$ cat src/rtl/cgr_pkg.sv
// Shared types, constants and the helper function of the character grid rotator.
package cgr_pkg;

  // Image store dimensions.
  localparam int MAX_ROWS = 64;
  localparam int MAX_COLS = 64;
  localparam int MAX_DIM  = (MAX_ROWS > MAX_COLS) ? MAX_ROWS : MAX_COLS;

  // Counter width holds every row or column count up to and including the limit.
  localparam int CNT_W   = $clog2(MAX_DIM + 1);
  localparam int RIDX_W  = (MAX_ROWS > 1) ? $clog2(MAX_ROWS) : 1;
  localparam int ST_DEPTH = MAX_ROWS * MAX_COLS;
  localparam int ST_AW   = (ST_DEPTH > 1) ? $clog2(ST_DEPTH) : 1;

  localparam logic [CNT_W-1:0] ROWS_LIM = CNT_W'(MAX_ROWS);
  localparam logic [CNT_W-1:0] COLS_LIM = CNT_W'(MAX_COLS);

  // Fixed field widths.
  localparam int OP_W    = 2;
  localparam int CHAR_W  = 8;
  localparam int ANGLE_W = 9;
  localparam int DIM_W   = 7;

  localparam logic [CHAR_W-1:0]  BLANK     = 8'h20;
  localparam logic [ANGLE_W-1:0] ANGLE_90  = 9'd90;
  localparam logic [ANGLE_W-1:0] ANGLE_180 = 9'd180;
  localparam logic [ANGLE_W-1:0] ANGLE_270 = 9'd270;

  // Command queue between the front and back ends (power-of-two depth).
  localparam int CMDQ_DEPTH = 4;
  localparam int CMDQ_AW    = $clog2(CMDQ_DEPTH);
  localparam int CMDQ_CW    = $clog2(CMDQ_DEPTH + 1);

  // Result queue toward the output port (power-of-two depth).
  localparam int RESQ_DEPTH = 2;
  localparam int RESQ_AW    = $clog2(RESQ_DEPTH);
  localparam int RESQ_CW    = $clog2(RESQ_DEPTH + 1);

  typedef enum logic [OP_W-1:0] {
    OP_APPEND = 2'd0,
    OP_CLOSE  = 2'd1,
    OP_READ   = 2'd2,
    OP_CLEAR  = 2'd3
  } op_t;

  typedef enum logic [1:0] {
    TURN_NONE = 2'd0,
    TURN_90   = 2'd1,
    TURN_180  = 2'd2,
    TURN_270  = 2'd3
  } turn_t;

  typedef enum logic {
    BK_IDLE = 1'b0,
    BK_READ = 1'b1
  } bk_state_t;

  typedef struct packed {
    op_t               op;
    logic [CHAR_W-1:0] chr;
    turn_t             turn;
  } cmd_t;

  typedef struct packed {
    logic [CHAR_W-1:0] chr;
    logic              row_end;
    logic              frame_end;
    logic [DIM_W-1:0]  height;
    logic [DIM_W-1:0]  width;
    logic              overflow;
  } result_t;

  // Only the three exact right angles rotate; anything else is no turn.
  function automatic turn_t turn_of(input logic [ANGLE_W-1:0] angle);
    turn_t t;
    t = TURN_NONE;
    if (angle == ANGLE_90) begin
      t = TURN_90;
    end else if (angle == ANGLE_180) begin
      t = TURN_180;
    end else if (angle == ANGLE_270) begin
      t = TURN_270;
    end
    return t;
  endfunction

endpackage

$ cat src/rtl/cgr_resq.sv
// Result queue: holds finished read results until the consumer pops them.
module cgr_resq import cgr_pkg::*; (
  input  logic    clk,
  input  logic    rst_n,
  input  logic    res_push,
  input  result_t res_in,
  output logic    res_full,
  output logic    res_empty,
  output result_t res_out,
  input  logic    res_pop
);

  result_t              q_mem [RESQ_DEPTH];
  logic [RESQ_AW-1:0]   wr_ptr_r, wr_ptr_nxt;
  logic [RESQ_AW-1:0]   rd_ptr_r, rd_ptr_nxt;
  logic [RESQ_CW-1:0]   cnt_r, cnt_nxt;
  logic                 push, pop;

  assign res_full  = (cnt_r == RESQ_CW'(RESQ_DEPTH));
  assign res_empty = (cnt_r == '0);
  assign push      = res_push && !res_full;
  assign pop       = res_pop && !res_empty;
  assign res_out   = q_mem[rd_ptr_r];

  // Pointer and fill count updates.
  always_comb begin
    wr_ptr_nxt = push ? wr_ptr_r + 1'b1 : wr_ptr_r;
    rd_ptr_nxt = pop ? rd_ptr_r + 1'b1 : rd_ptr_r;
    cnt_nxt    = cnt_r + RESQ_CW'(push) - RESQ_CW'(pop);
  end

  always_ff @(posedge clk) begin
    if (!rst_n) begin
      wr_ptr_r <= '0;
      rd_ptr_r <= '0;
      cnt_r    <= '0;
    end else begin
      wr_ptr_r <= wr_ptr_nxt;
      rd_ptr_r <= rd_ptr_nxt;
      cnt_r    <= cnt_nxt;
    end
  end

  always_ff @(posedge clk) begin
    if (push) begin
      q_mem[wr_ptr_r] <= res_in;
    end
  end

endmodule

$ cat config.mk
export PLATFORM = sky130hd
export DESIGN_NAME = cgr_resq
export DESIGN_NICKNAME = d
export VERILOG_FILES = /design/src/rtl/cgr_pkg.sv /design/src/rtl/cgr_resq.sv
export SDC_FILE = /design/constraint.sdc
export NUM_CORES = 1
export LEC_CHECK = 0
export BUFFER_PORTS_ARGS = -buffer_cell sky130_fd_sc_hd__buf_2
export CAP_MARGIN = 40
export CORE_MARGIN = 3
export CORE_UTILIZATION = 51
export DETAILED_ROUTE_END_ITERATION = 16
export PLACE_DENSITY = 0.77
export SYNTH_ARGS = -nofsm -noshare
export SYNTH_HDL_FRONTEND = slang
export SYNTH_SLANG_ARGS = --single-unit
export TNS_END_PERCENT = 30
$ cat constraint.sdc
create_clock -name clk -period 2.7 [get_ports clk]
set_input_delay 0.135 -clock clk [delete_from_list [all_inputs] [get_ports clk]]
set_output_delay 0.135 -clock clk [all_outputs]
set_load 0.05 [all_outputs]
==> impl_results.md, run 1 <==
* Vias/cell at 4.917
* Status: finished clean
* Setup_tns at 0 ns
* Overall power at 2.906 mW
* Min-delay worst type: in2reg
* Critical Path Fanout Max at 15
* #FFs+latches synth at 55
* H-tree depth at 2
* Setup bufs post-CTS at 0
* Mapped Area at 2143 µm²
* Cell Rows at 22
* Setup crit end kind: flop
* 1st-iter DRT viols at 50
* IO Count at 56
* Post-CTS sizing at 0
* Top FF cell, synth: edfxtp_1
* CP top delay family: simple AND/OR/NAND/NOR gates
* Clk root buf: clkbuf_8
* Sequential cell area at 1602 µm²
* Final Cycle Share at 65.85%
* Vias in the first global route at 1152
* First drt pass iteration count at 4
* Adder-cell share of the synthesized area at 1.168%
* Routed Antenna Nets at 0
* Clock Pin Slew Worst Setup and Hold Paths at 0.09 ns
* Setup Viol. Count Final at 0
* Initial antenna violation count at 0
* Critical path required time at 2.70 ns
* Die Wd at 70.83 µm
* Synth area leader: edfxtp_1
* Worst slew margin at 53.93%
* Synth Warn # at 0
* CTS Buf Count at 5
* Ranking of synthesized cells by area: edfxtp_1, mux2_4, dfxtp_1
* Crit Path Class: reg2reg
* Largest net degree at the start of global routing at 17
* RD Place Congestion at 0.6677
* Die area at 5016 µm²
* Yosys cell types at 18
* DP Wirelength at 2475 µm
* CP Data Arrival Time at 1.78 ns
* Clk_lat worst skew at 0.30 ns
* R2r setup slk at 0.92 ns
* Maximum clock path buffer count at 2
* Average wire per cell in the routed design at 15.18 µm
* Multi-input logic area at 481.7 µm²
* Post-synth top cells: edfxtp_1, mux2_4, dfxtp_1, mux2_2, nor2_1
* Synth Area in Compound Gates at 0.3503%
* Least-Margin Pin Slew at 0.6911 ns
* CP cell instances: nand2b_1 > and3_1 > buf_4
* Slowest stage delay, CP at 0.62 ns
* Worst IR Drop VDD at 0.6591 mV
* CP Buf/Inv Count at 1
* Crit path launch type: flop
* First-pass GRT wire length at 5444 µm
* Total number of vias at 1072
* # port buffers at 55
* Starting density of the core at 55.62%
* Final design utilization at 67.08%
* WL final at 3310 µm
* Post-synth EDFFs at 50
* Cell with the most instances after synthesis: edfxtp_1
* Core area at 3854 µm²
* Leakage at 1.060 nW
* Asr flop ratio synth at 0%
* Post-synthesis sequential area ratio at 74.72%
* Overall global routing resource usage at 14.12%
* CTS tree: done
* CTS sink cnt at 55
* Filler Cells Inserted at 273
* Mapped Nets at 136
* Max Clk Rate at 562.4 MHz
* Max-cap violations at 0
* Chip Height at 70.83 µm
* Pwr dens at 1124 nW/µm²
* Synth Instances at 105
* Final Max Slew Viols at 0
* Simple-gate portion of the synthesized area at 2.919%
* Area share of the largest cell type after synthesis at 70.05%
* Post-layout nets at 200
* Final Hold Fails at 0
* Slowest stage cell, crit path: and3_1
* CTS Hold Bufs at 0
* Main combinational cell family by area after synthesis: multiplexers
* Multiplexer area fraction after synthesis at 17.10%
* # DRC at 0
* Clock skew at 0.006014 ns
* RSZ-0062 raised after global routing: no
* Layout cells sized above 1 at 55.29%
* XOR/XNOR Fraction of Synth Area at 0.8173%
* Antenna diodes at 0
* Grt total ovfl at 0
* P&R area growth vs syn at 20.61%
* Crit path time final at 1.778 ns
* Synthesized area per cell at 20.41 µm²
-- worst paths after layout --
path,end,from,depth (start not counted)
worst min-delay path,q_mem[0][7],res_in[7],1
worst max register to register,q_mem[1][13],cnt_r[0],3
worst max-delay path,q_mem[1][13],cnt_r[0],3
worst min register to register,wr_ptr_r,wr_ptr_r,2
-- metal layers --
| metal | part of all wire (%) | vias to the layer above | GRT usage [%] |
|---|---|---|---|
| li1 | - | 519 | - |
| met1 | 38 | 517 | 16.71 |
| met2 | 55 | 34 | 24.61 |
| met3 | 6.2 | 2 | 4.403 |
| met4 | 0.63 | 0 | 4.384 |
| met5 | 0 | - | 0 |
-- where the power goes --
group	internal, mW	total (mW)	switching, mW
combinational	0.393	1.22	0.826
sequential	1.10	1.15	0.0503
clock	0.300	0.536	0.237
-- through the flow --
step                      hold slack (ns)  instance area (µm²)  setup slack [ns]  std cells
after global routing             0.006783                 2585            0.7884        218
after floorplan                    0.2339                 2143            0.6374        105
final                             0.02016                 2585            0.9220        218
after detailed placement           0.3267                 2467            0.8934        210
after global placement             0.3247                 2467            0.9924        210
after CTS                         0.01223                 2585            0.9059        218
-- sequential cells by signal (all words and copies together) (netlist names), named ones only --
| name | flops |
|---|---|
| rd_ptr_r | 1 |
| q_mem | 50 |
| wr_ptr_r | 1 |
| cnt_r | 2 |
-- logic make-up after synthesis --
family | count (synthesis)
adder cells (fa/ha/maj) | 2
XOR/XNOR | 2
flip-flops | 55
AND/OR/NAND/NOR | 13
AO/OA/AOI/OAI | 1
multiplexers | 26
buffers and inverters | 6
-- layout by cell type (no fill, tap or decap), drive strengths merged, types with 2 or more instances in the layout --
cell type,netlist,final
edfxtp,50,50
dfxtp,5,5
mux2,25,25
nand2b,2,2
ha,2,2
inv,3,3
clkbuf,0,6
nand2,2,2
buf,3,60
and2,2,2
nor2,5,5
-- worst reg2reg max path, delay by kind of cell (launching register included) --
family	cells	cell delay (ns)
buf+inv	1	0.33
flops	1	0.38
simple gates	2	0.78
-- final cells by class --
class,count,share of cell area [%]
repair buffers,60,12.10
flip-flops and latches,55,61.96
multi-input cells,44,18.64
well taps,48,2.323
inverters,3,0.4356
clock inverters,2,1.355
clock buffers,6,3.195
(Power assumes the default switching activity.)
==> run 2, diff against run 1 <==
- CORE_UTILIZATION: 51 -> 46
- PLACE_DENSITY: 0.77 -> 0.74
- clock period: 2.7 -> 1.5 ns (I/O delays scaled with it)
==> run 2 against run 1 <==
Effect of this change: the flow now finishes with violations (negative setup slack); combinational power rose by 120%; global-route usage rose by 0.33 points; sequential cell count did not move; via count rose by 11%; worst hold slack improved by 0.014 ns; clock-buffer cell count did not move; first-iteration DRC count rose by 98%; final cell count rose by 16%; critical path type unchanged; largest cell class unchanged; largest power group unchanged.
==> impl_results.md, run 2 (synthesis results as in run 1) <==
* Worst IR Drop VDD at 1.388 mV
* Chip Height at 74.26 µm
* Overall global routing resource usage at 14.45%
* Sequential cell area at 1610 µm²
* Commonest non-fill, non-tap cell in the layout: edfxtp_1
* R2r setup slk at -0.04 ns
* Cell Rows at 24
* Hold Path Origin: rst_n
* Critical path required time at 1.72 ns
* Clk_lat worst skew at 0.30 ns
* First drt pass iteration count at 4
* Largest regs: q_mem: 50 flops, cnt_r: 2 flops
* Reg-to-reg endpoint: cnt_r[1]
* WL final at 4123 µm
* CP Data Arrival Time at 1.76 ns
* R2r worst-path depth at 7
* Post-Layout Cell Count at 253
* Max Clk Rate at 649.6 MHz
* RD Place Congestion at 0.6782
* Min-delay worst type: in2reg
* # DRC at 0
* Most frequent cells in the layout: edfxtp_1, buf_2, dlygate4sd3_1
* Hold path cells at 2
* Core area at 4414 µm²
* Worst Setup EP: cnt_r[1]
* Pwr dens at 1847 nW/µm²
* Clock skew at 0.01408 ns
* Max reg flops at 50
* DP Wirelength at 2520 µm
* Final Cycle Share at 102.6%
* Clock Pin Slew Worst Setup and Hold Paths at 0.09 ns
* Crit Path Class: reg2reg
* Total number of vias at 1191
* Die area at 5515 µm²
* Worst slew margin at 83.10%
* Final worst setup slack at -0.03937 ns
* Grt total ovfl at 0
* First-pass GRT wire length at 5747 µm
* Largest net degree at the start of global routing at 26
* R2r startpoint: cnt_r[1]
* Average wire per cell in the routed design at 16.30 µm
* Max-cap violations at 0
* Final Max Slew Viols at 0
* Overall power at 5.615 mW
* Post-layout nets at 231
* Maximum clock path buffer count at 2
* Least-Margin Pin Slew at 0.2552 ns
* Routed Antenna Nets at 0
* CTS sink cnt at 55
* Vias in the first global route at 1229
* Crit path launch type: flop
* Critical Path Fanout Max at 3
* IO Count at 56
* Starting density of the core at 48.55%
* Final Cell Area at 3040 µm²
* # port buffers at 55
* Final Hold Fails at 0
* CTS tree: done
* Largest Register: q_mem
* Setup crit end kind: flop
* Status: complete, but fails checks
* H-tree depth at 2
* P&R area growth vs syn at 41.86%
* Antenna diodes at 0
* Final design utilization at 68.88%
* Filler Cells Inserted at 293
* RSZ-0062 raised after global routing: yes
* DP Worst Slack at -0.1184 ns
* Vias/cell at 4.708
* CTS Buf Count at 5
* Leakage at 1.222 nW
* Clk root buf: clkbuf_8
* Placed inst area at 2530 µm²
* Multi-input logic area at 549.3 µm²
* Placed cell count at 216
* Die Wd at 74.26 µm
* Layout cells sized above 1 at 55.22%
* Setup Viol. Count Final at 1
* Crit path from: cnt_r[1]
* Failing checks: negative setup slack
* 1st-iter DRT viols at 99
* Crit path time final at 1.539 ns
* Initial antenna violation count at 0
==> run 2: cell count changes in the layout (fill, tap and decap cells not counted), sizes merged <==
cell / change
buf: +4
bufinv: -1
clkbuf: +2
clkinv: +1
dlygate4sd3: +25
==> run 2: where the power goes <==
part	internal [mW]	switching, mW
Combinational	1.09	1.62
Clock	0.330	0.449
Sequential	2.00	0.128
Total	3.42	2.19
==> run 2: repair_timing <==
action                                  4_1_cts  5_1_grt
gates resized for setup                      17       11
hold endpoints to repair                     50        0
cloned                                        0        2
hold buffers                                 25        0
endpoints found under the setup margin       26       26
pin swaps                                     4        6
buffers inserted                              1        1
==> run 2: final cells by class <==
class | instances | share of cell area, %
clock inverters | 2 | 0.4527
inverters | 3 | 0.3704
repair buffers | 91 | 23.62
clock buffers | 6 | 2.387
multi-input cells | 44 | 18.07
flip-flops and latches | 55 | 52.96
well taps | 52 | 2.140
==> run 2: how the worst min path moves through the flow <==
stage	endpoint
floorplan	q_mem[0][0]
global placement	q_mem[1][2]
detailed placement	q_mem[1][6]
CTS	cnt_r[0]
global route	cnt_r[0]
finish	cnt_r[0]
==> run 2: worst max-delay path, cell delays in order (launching register included) <==
cell     delay [ns]
dfxtp_4        0.37
o21a_4         0.23
ha_4           0.26
inv_2          0.04
ha_4           0.16
xor2_2         0.15
and2_4         0.16
nor3_2         0.10
==> run 2: stage by stage <==
| stage | hold WS, ns | setup TNS [ns] |
|---|---|---|
| global route | 0.04685 | -0.4370 |
| global placement | 0.2629 | 0 |
| floorplan | 0.1739 | -1.409 |
| finish | 0.03382 | -0.03937 |
| CTS | 0.01954 | -0.08280 |
| detailed placement | 0.2665 | -0.1184 |
==> run 2: per-layer routing <==
metal  vias up  part of all wire [%]  wire length, µm  global-route usage (%)
li1        584                     -                -                       -
met4         0                  0.51               21                   5.929
met2        33                    57             2335                   26.38
met3         2                   4.1              169                   4.054
met5         -                     0                0                       0
met1       572                    39             1596                   15.75
