### config.mk
export PLATFORM = sky130hd
export DESIGN_NAME = cgr_front
export DESIGN_NICKNAME = d
export VERILOG_FILES = /design/src/rtl/cgr_pkg.sv /design/src/rtl/cgr_front.sv
export SDC_FILE = /design/constraint.sdc
export NUM_CORES = 1
export LEC_CHECK = 0
export BUFFER_PORTS_ARGS = -buffer_cell sky130_fd_sc_hd__buf_2
export CAP_MARGIN = 15
export CORE_MARGIN = 3
export CORE_UTILIZATION = 59
export DETAILED_ROUTE_END_ITERATION = 8
export MAX_ROUTING_LAYER = met4
export PLACE_DENSITY = 0.86
export SETUP_SLACK_MARGIN = 0.02
export SYNTH_ARGS = -nofsm -noshare
export SYNTH_HDL_FRONTEND = slang
export SYNTH_SLANG_ARGS = --single-unit
export TNS_END_PERCENT = 10
### constraint.sdc
create_clock -name clk -period 4.77 [get_ports clk]
set_clock_uncertainty 0.1 [all_clocks]
set_input_delay 0.954 -clock clk [delete_from_list [all_inputs] [get_ports clk]]
set_output_delay 0.954 -clock clk [all_outputs]
set_load 0.03 [all_outputs]
### src/rtl/cgr_pkg.sv
// Shared types, constants and the helper function of the character grid rotator.
package cgr_pkg;

  // Image store dimensions.
  localparam int MAX_ROWS = 64;
  localparam int MAX_COLS = 64;
  localparam int MAX_DIM  = (MAX_ROWS > MAX_COLS) ? MAX_ROWS : MAX_COLS;

  // Counter width holds every row or column count up to and including the limit.
  localparam int CNT_W   = $clog2(MAX_DIM + 1);
  localparam int RIDX_W  = (MAX_ROWS > 1) ? $clog2(MAX_ROWS) : 1;
  localparam int ST_DEPTH = MAX_ROWS * MAX_COLS;
  localparam int ST_AW   = (ST_DEPTH > 1) ? $clog2(ST_DEPTH) : 1;

  localparam logic [CNT_W-1:0] ROWS_LIM = CNT_W'(MAX_ROWS);
  localparam logic [CNT_W-1:0] COLS_LIM = CNT_W'(MAX_COLS);

  // Fixed field widths.
  localparam int OP_W    = 2;
  localparam int CHAR_W  = 8;
  localparam int ANGLE_W = 9;
  localparam int DIM_W   = 7;

  localparam logic [CHAR_W-1:0]  BLANK     = 8'h20;
  localparam logic [ANGLE_W-1:0] ANGLE_90  = 9'd90;
  localparam logic [ANGLE_W-1:0] ANGLE_180 = 9'd180;
  localparam logic [ANGLE_W-1:0] ANGLE_270 = 9'd270;

  // Command queue between the front and back ends (power-of-two depth).
  localparam int CMDQ_DEPTH = 4;
  localparam int CMDQ_AW    = $clog2(CMDQ_DEPTH);
  localparam int CMDQ_CW    = $clog2(CMDQ_DEPTH + 1);

  // Result queue toward the output port (power-of-two depth).
  localparam int RESQ_DEPTH = 2;
  localparam int RESQ_AW    = $clog2(RESQ_DEPTH);
  localparam int RESQ_CW    = $clog2(RESQ_DEPTH + 1);

  typedef enum logic [OP_W-1:0] {
    OP_APPEND = 2'd0,
    OP_CLOSE  = 2'd1,
    OP_READ   = 2'd2,
    OP_CLEAR  = 2'd3
  } op_t;

  typedef enum logic [1:0] {
    TURN_NONE = 2'd0,
    TURN_90   = 2'd1,
    TURN_180  = 2'd2,
    TURN_270  = 2'd3
  } turn_t;

  typedef enum logic {
    BK_IDLE = 1'b0,
    BK_READ = 1'b1
  } bk_state_t;

  typedef struct packed {
    op_t               op;
    logic [CHAR_W-1:0] chr;
    turn_t             turn;
  } cmd_t;

  typedef struct packed {
    logic [CHAR_W-1:0] chr;
    logic              row_end;
    logic              frame_end;
    logic [DIM_W-1:0]  height;
    logic [DIM_W-1:0]  width;
    logic              overflow;
  } result_t;

  // Only the three exact right angles rotate; anything else is no turn.
  function automatic turn_t turn_of(input logic [ANGLE_W-1:0] angle);
    turn_t t;
    t = TURN_NONE;
    if (angle == ANGLE_90) begin
      t = TURN_90;
    end else if (angle == ANGLE_180) begin
      t = TURN_180;
    end else if (angle == ANGLE_270) begin
      t = TURN_270;
    end
    return t;
  endfunction

endpackage

### src/rtl/cgr_front.sv
// Front end: accepts requests, decodes them into commands and queues them.
module cgr_front import cgr_pkg::*; (
  input  logic               clk,
  input  logic               rst_n,
  input  logic               in_push,
  output logic               in_full,
  input  logic [OP_W-1:0]    in_operation,
  input  logic [CHAR_W-1:0]  in_character,
  input  logic [ANGLE_W-1:0] in_angle,
  output logic               cmd_valid,
  output cmd_t               cmd,
  input  logic               cmd_pop
);

  cmd_t                 q_mem [CMDQ_DEPTH];
  logic [CMDQ_AW-1:0]   wr_ptr_r, wr_ptr_nxt;
  logic [CMDQ_AW-1:0]   rd_ptr_r, rd_ptr_nxt;
  logic [CMDQ_CW-1:0]   cnt_r, cnt_nxt;
  logic                 push, pop;
  cmd_t                 cmd_in;

  // Decode the request: keep the byte only for appends, map the angle to a turn.
  always_comb begin
    cmd_in.op   = op_t'(in_operation);
    cmd_in.chr  = (op_t'(in_operation) == OP_APPEND) ? in_character : '0;
    cmd_in.turn = turn_of(in_angle);
  end

  // Queue handshake.
  assign in_full   = (cnt_r == CMDQ_CW'(CMDQ_DEPTH));
  assign cmd_valid = (cnt_r != '0);
  assign push      = in_push && !in_full;
  assign pop       = cmd_pop && cmd_valid;
  assign cmd       = q_mem[rd_ptr_r];

  // Pointer and fill count updates; pointers wrap naturally.
  always_comb begin
    wr_ptr_nxt = push ? wr_ptr_r + 1'b1 : wr_ptr_r;
    rd_ptr_nxt = pop ? rd_ptr_r + 1'b1 : rd_ptr_r;
    cnt_nxt    = cnt_r + CMDQ_CW'(push) - CMDQ_CW'(pop);
  end

  always_ff @(posedge clk) begin
    if (!rst_n) begin
      wr_ptr_r <= '0;
      rd_ptr_r <= '0;
      cnt_r    <= '0;
    end else begin
      wr_ptr_r <= wr_ptr_nxt;
      rd_ptr_r <= rd_ptr_nxt;
      cnt_r    <= cnt_nxt;
    end
  end

  // Queue storage holds payload only.
  always_ff @(posedge clk) begin
    if (push) begin
      q_mem[wr_ptr_r] <= cmd_in;
    end
  end

endmodule

==> results of run 1 <==
[worst max path at each step]
stage	startpoint	end	slack (ps)	cells past startpoint
6_report	register	cmd[11]	1730	2
5_1_grt	register	cmd[11]	1590	2
4_1_cts	register	cmd[11]	1660	2
3_5_place_dp	in_push	cnt_r[2]	1670	11
3_3_place_gp	in_push	cnt_r[2]	1820	11
2_1_floorplan	in_push	cnt_r[2]	2060	11
[routing by layer]
layer | vias up | track usage
met5 | - | -
met4 | 0 | 0.1071
met3 | 7 | 0.04862
met2 | 42 | 0.3381
met1 | 639 | 0.2217
li1 | 578 | -
[cells by family (layout without fill, tap and decap cells)]
kind of cell	Yosys count	after routing
adders and majority gates	7	7
xor gates and xnor gates	4	4
AOI/OAI and AO/OA	4	4
muxes	14	14
buffers and inverters	9	57
DFF	57	57
and+or+nand+nor	34	34
[worst reg2reg max path, delay by kind of cell (launching register included)]
family                     cells  cell delay, ps
xor gates and xnor gates       2             280
adders and majority gates      3             810
buffers and inverters          3             190
DFF                            1             480
and+or+nand+nor                3             630
[synthesized netlist by cell type, types with 2 or more instances]
cell type and number:
sky130_fd_sc_hd__edfxtp_1 48, sky130_fd_sc_hd__and2_1 15, sky130_fd_sc_hd__mux4_2 12, sky130_fd_sc_hd__dfxtp_1 9, sky130_fd_sc_hd__ha_1 6, sky130_fd_sc_hd__inv_1 5, sky130_fd_sc_hd__nand2_1 5, sky130_fd_sc_hd__nor2b_1 5
sky130_fd_sc_hd__xnor2_1 4, sky130_fd_sc_hd__buf_6 2, sky130_fd_sc_hd__mux2i_1 2, sky130_fd_sc_hd__nand3b_1 2, sky130_fd_sc_hd__nor2_1 2
[where the power goes]
| part | internal [mW] | switching (mW) | total, mW | leakage (nW) |
|---|---|---|---|---|
| combinational | 0.172 | 0.224 | 0.396 | 0.386 |
| sequential | 0.610 | 0.0634 | 0.674 | 0.523 |
| clock | 0.238 | 0.168 | 0.406 | 0.0918 |
[sequential cells by signal, indices dropped and copies added, names as in the netlist, named ones only]
signal and cells:
wr_ptr_r 2, cnt_r 3, q_mem 48, rd_ptr_r 2
[metrics by stage]
| step | hold slack, ps | utilization | cell area, µm² |
|---|---|---|---|
| detailed placement | 416.5 | 0.6791 | 2542 |
| global placement | 380.2 | 0.6791 | 2542 |
| global route | 463.6 | 0.7269 | 2721 |
| CTS | 426.9 | 0.7269 | 2721 |
| floorplan | 367.7 | - | 2333 |
| finish | 424.9 | 0.7269 | 2721 |
[cell type report]
class / instances / area [µm²] / area share
clock buffer: 12 / 135.1 / 0.04966
multi-input combinational: 63 / 661.9 / 0.2432
sequential: 57 / 1622 / 0.5959
inverter: 5 / 18.77 / 0.006897
tap: 48 / 60.06 / 0.02207
timing repair buffer: 36 / 180.2 / 0.06621
clock inverter: 4 / 43.79 / 0.01609
[placed cells by master, fill, tap and decap left out]
cell type	Yosys	final
sky130_fd_sc_hd__edfxtp_1	48	48
sky130_fd_sc_hd__buf_2	1	36
sky130_fd_sc_hd__and2_1	15	15
sky130_fd_sc_hd__mux4_2	12	12
sky130_fd_sc_hd__dfxtp_1	9	9
sky130_fd_sc_hd__clkbuf_8	0	9
sky130_fd_sc_hd__ha_1	6	6
sky130_fd_sc_hd__inv_1	5	5
sky130_fd_sc_hd__nor2b_1	5	5
sky130_fd_sc_hd__nand2_1	5	5
sky130_fd_sc_hd__xnor2_1	4	4
sky130_fd_sc_hd__clkbuf_1	1	3
sky130_fd_sc_hd__nor2_1	2	2
sky130_fd_sc_hd__nand3b_1	2	2
sky130_fd_sc_hd__mux2i_1	2	2
sky130_fd_sc_hd__clkinv_2	0	2
sky130_fd_sc_hd__o31a_1	1	1
sky130_fd_sc_hd__nor3b_2	1	1
sky130_fd_sc_hd__or3_1	1	1
sky130_fd_sc_hd__or4bb_1	1	1
sky130_fd_sc_hd__or4_1	1	1
sky130_fd_sc_hd__a21oi_1	1	1
sky130_fd_sc_hd__nand4b_1	1	1
sky130_fd_sc_hd__o22ai_1	1	1
sky130_fd_sc_hd__o311ai_1	1	1
sky130_fd_sc_hd__fa_1	1	1
sky130_fd_sc_hd__bufinv_16	0	1
sky130_fd_sc_hd__clkinv_1	0	1
==> results.txt, run 1 <==
- Setup violation total in the final timing report: 0
- Counting flops with a built-in enable in the synthesized netlist gives 48.
- Total routed wire length on the met1 layer: 1.498 mm
* Number of synthesized register bits: 57
- Die boundary height: 68.89 µm
* Max rail drop VDD: 375.8 µV
- The setup path with the least slack is of type reg2out.
* Number of hold-slack violations in the final timing report: 0
- Relative to the synthesized area, the layout overhead comes to 16.62%.
- Critical R2R Launch: cnt_r[1]
- Category of the worst setup path capture point: primary output
- Sum of negative setup slack: 0 ps
- Of all nets on the critical path, the largest fanout is 12.
- Worst Tran Pin Value: 804.7 ps
* Area of the die: 0.004746 mm²
- In the routed layout, each cell is associated on average with a via count of 5.627.
- For this design the top-level I/O count stands at 37.
- Gpl congestion: 0.7599
- Clock tree from TritonCTS: done
- Net count of the mapped netlist: 159
* Yosys warnings: 0
- Measured in cells, the most critical reg-to-reg path has a length of 11.
- In this run the core area contains 22 standard-cell rows.
- Dividing the final minimum period by the clock period gives 0.6369.
* Fin. max-slew vios: 0
* Per-cell routed wire length: 17.56 µm
- Min-Delay Startpoint: wr_ptr_r[1]
- Buffers placed on the I/O ports in this run total 36.
* Post-synthesis sequential area ratio: 0.6949
- Iteration-0 DRC Markers: 66
* Initial antenna violation count: 0
* Most used DFF post-synth: sky130_fd_sc_hd__edfxtp_1
- Signal routing reaches up to met4.
- Detailed placement finished with a half-perimeter wire length of 2.611 mm.
* Adder-cell share of the synthesized area: 0.04075
* CTS clk-pin slew, worst paths: 60 ps
* Total global routing track utilization: 0.2013
- 0 antenna diodes ended up in the layout.
- Hold Buf Count CTS: 0
- Timing-limited maximum frequency: 329.1 MHz
- Minimum period implied by the final worst setup slack: 3038 ps
- The tree is rooted in a sky130_fd_sc_hd__clkbuf_8.
- Worst hold path cell count: 2
* Non-filler cells, final: 225
* Drt total wl: 3.952 mm
* Instance count of the mapped netlist: 129
- Cts bufs inserted: 9
- Max-cap violations in this run came to 0.
- The share of synthesized area in the top cell type comes to 0.6177.
- Worst path max stage delay: 840 ps
- Once placement completed, the tool counted placed cells totaling 209.
- sky130_fd_sc_hd__edfxtp_1 takes more of the synthesized area than any other cell.
- Cell with the biggest individual delay on the critical path: sky130_fd_sc_hd__dfxtp_1
- Entering global routing, the biggest net connects 13 pins.
- Sorting the synthesized cells by area gives the leading types as sky130_fd_sc_hd__edfxtp_1 62%, sky130_fd_sc_hd__mux4_2 12%, sky130_fd_sc_hd__dfxtp_1 7.7%.
- In this run the power density over the cells is 542.2 mW/mm².
* Worst path buffer plus inverter count: 1
* Core Area: 0.003744 mm²
- The analysis attributes to cell leakage a power of 1.000 nW.
- Share of flip-flops with an asynchronous set or reset after synthesis: 0
- STA puts the critical path data arrival time at 1980 ps.
- End point of the most critical hold path: wr_ptr_r[1]
- Summed over all nets, wire length on met3 after detailed routing comes to 201 µm.
- The count of nets left with antenna violations once routing finished came out at 0.
- Setup slack on the worst reg-to-reg path comes out at 2170 ps.
* Final setup slack of the worst path: 1732 ps
- Data on the critical path is required at its endpoint by 3720 ps.
- The routed layout has 1266 vias.
* Slew headroom: 0.4628
* Mean post-synth cell area: 18.09 µm²
* Endpoint of the lowest-slack register-to-register path: cnt_r[2]
- Fill cells in the final layout number 249.
- For this design, the sink count on the clock tree is 57.
- The clock reaches the later pin of the worst-skew pair after 320 ps.
* Routed wl met2: 2.194 mm
- Of the total synthesized cell area, the portion taken by AND, OR, NAND and NOR gates is 0.09115.
- In this run the number of H-tree levels came out at 3.
- In this run the cell area of the synthesized design comes to 0.002333 mm².
- The cell family contributing the most delay on the critical path is flip-flops.
- Final Total Pwr: 1.475 mW
* Crit path cell chain: mux4_2 -> buf_2
- Setup repair after global routing left no endpoint under its margin.
- After synthesis, the share of cell area in mux cells is 0.1244.
- The number of gates resized after CTS was 0.
- The worst setup path is launched from a register.
* Fraction of layout cells with a size suffix above 1: 0.3446
- Counting along the longest clock path gives a buffer depth of 2.
- The final layout contains 202 nets.
- Global routing finished with a remaining overflow of 0.
- The run finished with clean final reports.
- The post-synthesis compound-gate area fraction is 0.01233.
- In this run the post-CTS setup repair buffer count came out at 0.
* Via count of the first global-routing pass: 1324
- Number of design rule violations left after detail routing: 0
- The first global-routing pass estimated 6.223 mm of wire.
* Hold crit path type: reg2reg
- The initial utilization of the core area, before any placement, comes to 0.6233.
* Die Span X: 68.89 µm
- Total iterations of the first detailed-routing run: 4
* Count of cell types in the netlist: 25
- Worst setup timing slack at the placement stage: 1667 ps
- Of the total synthesized cell area, the portion taken by XOR and XNOR cells is 0.01501.
- By area, the combinational part of the netlist is dominated by multiplexers.
Note: power is estimated with default switching activity, not from simulation.
==> run 2: changes to the inputs <==
--- a/config.mk
+++ b/config.mk
@@ -8,10 +8,10 @@
 export BUFFER_PORTS_ARGS = -buffer_cell sky130_fd_sc_hd__buf_2
 export CAP_MARGIN = 15
 export CORE_MARGIN = 3
-export CORE_UTILIZATION = 59
+export CORE_UTILIZATION = 55
 export DETAILED_ROUTE_END_ITERATION = 8
 export MAX_ROUTING_LAYER = met4
-export PLACE_DENSITY = 0.86
+export PLACE_DENSITY = 0.81
 export SETUP_SLACK_MARGIN = 0.02
 export SYNTH_ARGS = -nofsm -noshare
 export SYNTH_HDL_FRONTEND = slang
==> constraint.sdc (replaced) <==
create_clock -name clk -period 2.9 [get_ports clk]
set_clock_uncertainty 0.1 [all_clocks]
set_input_delay 0.58 -clock clk [delete_from_list [all_inputs] [get_ports clk]]
set_output_delay 0.58 -clock clk [all_outputs]
set_load 0.03 [all_outputs]
==> results.txt, run 2 (synthesized netlist as in run 1, its figures left out) <==
- The run finished with clean final reports.
- Most used cells in the layout excluding fill and tap cells: 48 x sky130_fd_sc_hd__edfxtp_1, 36 x sky130_fd_sc_hd__buf_2, 15 x sky130_fd_sc_hd__and2_1, 12 x sky130_fd_sc_hd__mux4_2
- Among the stages of the critical path, the cell type that occurs most often is sky130_fd_sc_hd__inv_1.
* Sum of negative setup slack: 0 ps (unchanged)
- Timing-limited maximum frequency: 424.7 MHz
- Final Cycle Share: 0.8120
* Number of hold-slack violations in the final timing report: 0 (unchanged)
- The number of detailed-route iterations in the first pass was 4 (unchanged).
- Leaving out fill and tap cells, the most frequent cell in the layout is sky130_fd_sc_hd__edfxtp_1.
* Total number of placement rows: 23 (+4.5%)
- The instance count after placement with tap cells included is 213 (+1.9%).
- The worst max-slew margin expressed relative to the limit is 0.5465 (+0.08369).
* Worst path required time: 3020 ps (-700 ps)
* Number of flip-flops under the largest register name: 48 (unchanged)
- The fraction of layout cells with a size suffix above 1 came to 0.3520 (+0.007323).
- The effective utilization at floorplan was 0.5751 (-0.04824).
* Antenna-violating nets left: 0 (unchanged)
- Most flops, register: q_mem
- Area of the die: 0.005060 mm² (+6.6%)
* Crit Path Category: reg2reg
- Per-cell routed wire length: 17.72 µm (+0.86%)
* Setup violation total in the final timing report: 0 (unchanged)
- The largest net degree at the start of global routing came to 13 (unchanged).
- The final instance count without filler cells came to 229 (+1.8%).
* Global-route wire length before repair: 6.513 mm (+4.7%)
* Cts bufs inserted: 9 (unchanged)
- Setup crit end: cnt_r[2]
* Crit-path max FO: 6 (-6)
- The count of final max-slew check failures came to 0 (unchanged).
- Post-CTS setup buffer count: 0 (unchanged)
* Total global routing track utilization: 0.1867 (-0.01458)
- The clock-pin slew reported for the worst setup and hold paths after clock tree synthesis is 70 ps (about the same).
- The detailed placement HPWL came to 2.722 mm (+4.3%).
* Register-to-Register Setup Slack: 550 ps (-1620 ps)
- The number of buffers on the longest clock path came to 2 (unchanged).
* Leakage dissipation: 1.001 nW (about the same)
- Drt total wl: 4.057 mm (+2.7%)
- The die outline height is 71.14 µm (+3.3%).
* Worst path max stage delay: 480 ps (-360 ps)
- Clock tree from TritonCTS: done
- The total of buffers placed on input and output ports was 36 (unchanged).
- The largest voltage drop on the vdd net is 561.8 µV (+49%).
- Core Area: 0.004058 mm² (+8.4%)
- The clock latency on the worst-skew pair was 330 ps (about the same).
* Ratio of total power to cell area: 871.8 mW/mm² (+61%)
- Overflow left after global routing: 0 (unchanged)
* Library cell used as clock root buffer: sky130_fd_sc_hd__clkbuf_8
- Cell with the biggest individual delay on the critical path: sky130_fd_sc_hd__dfxtp_1
- Number of design rule violations left after detail routing: 0 (unchanged)
* Clock Sink Count: 57 (unchanged)
- Gpl congestion: 0.7603 (about the same)
- CTS resizes: 0 (unchanged)
- Initial antenna violation count: 0 (unchanged)
* Crit start category: register
- Setup repair after global routing left no endpoint under its margin.
- The slew of the pin with the lowest slew margin came to 680.2 ps (-124.4 ps).
- Average via count per standard cell: 5.454 (-3.1%)
* Critical R2R Launch: cnt_r[1]
* Post-layout net count: 204 (+0.99%)
- Hold Buf Count CTS: 0 (unchanged)
* Hold crit path type: in2reg
* R2r worst-path depth: 11 (unchanged)
* Antenna diode instance count: 0 (unchanged)
* Crit path cell chain: nor3b_2 -> nor2b_1 -> inv_1 -> ha_1 -> inv_1 -> ha_1 -> inv_1 -> fa_1 -> xnor2_1 -> xnor2_1 -> and2_1
- Worst setup path startpoint: cnt_r[1]
- The arrival time at the worst endpoint is 2480 ps (+500 ps).
- Iteration-0 DRC Markers: 54 (-18%)
* Area Growth Syn to Fin: 16.30%
- The die span in x is 71.14 µm (+3.3%).
- The largest registers in the layout are q_mem: 48 flops, cnt_r: 3 flops.
- The count of H-tree levels built during CTS was 3 (unchanged).
- Minimum period implied by the final worst setup slack: 2355 ps
* Via count: 1249 (-1.3%)
* Via count of the first global-routing pass: 1381 (+4.3%)
* Count of max-cap constraint violations: 0 (unchanged)
* Endpoint of the lowest-slack register-to-register path: cnt_r[2]
- The I/O pin total was 37 (unchanged).
- The worst setup path is captured at a register.
run 2: worst min-delay path by stage:
stage / start / end / cells after the start
6_report: in_operation[0] / q_mem[2][10] / 1
5_1_grt: in_operation[0] / q_mem[0][10] / 1
4_1_cts: in_operation[0] / q_mem[2][10] / 1
3_5_place_dp: wr_ptr_r[1] / wr_ptr_r[1] / 2
3_3_place_gp: wr_ptr_r[1] / wr_ptr_r[1] / 2
2_1_floorplan: wr_ptr_r[1] / wr_ptr_r[1] / 2
run 2: routing by layer:
| layer | global-route usage | vias up | wire length [µm] |
|---|---|---|---|
| met5 | - | - | 0 |
| met4 | 0.1086 | 0 | 123 |
| met3 | 0.06818 | 13 | 173 |
| met2 | 0.3048 | 32 | 2070 |
| met1 | 0.1929 | 623 | 1690 |
| li1 | - | 581 | - |
run 2: layout make-up:
type,instances,area [µm²]
sequential,57,1622
inverter,5,18.77
multi-input combinational,63,661.9
timing repair buffer,38,195.2
tap,50,62.56
clock buffer,11,131.4
clock inverter,5,22.52
fill,270,1344
run 2: where the power goes:
group | leakage, nW | switching (mW) | internal (mW) | total (mW)
combinational | 0.396 | 0.413 | 0.293 | 0.706
sequential | 0.523 | 0.0705 | 1.00 | 1.07
clock | 0.0819 | 0.287 | 0.299 | 0.586
total | 1.00 | 0.770 | 1.60 | 2.37
run 2: critical path: cells and delay by family, from the launching register on:
family | cells | cell delay (ps)
xor gates and xnor gates | 2 | 320
and+or+nand+nor | 3 | 400
buffers and inverters | 3 | 170
adders and majority gates | 3 | 790
DFF | 1 | 480
run 2: stage by stage:
step                      hold slack (ps)  instance area [µm²]  setup slack [ps]    util  total power [mW]
final                               384.5                 2714             545.2  0.6688             2.366
after global routing                374.8                 2714             322.7  0.6688             2.488
after CTS                           375.0                 2714             509.3  0.6688             2.385
after detailed placement            392.5                 2560             416.0  0.6309             1.807
after global placement              377.3                 2560             561.9  0.6309             1.767
after floorplan                     367.7                 2333             321.8       -             1.623
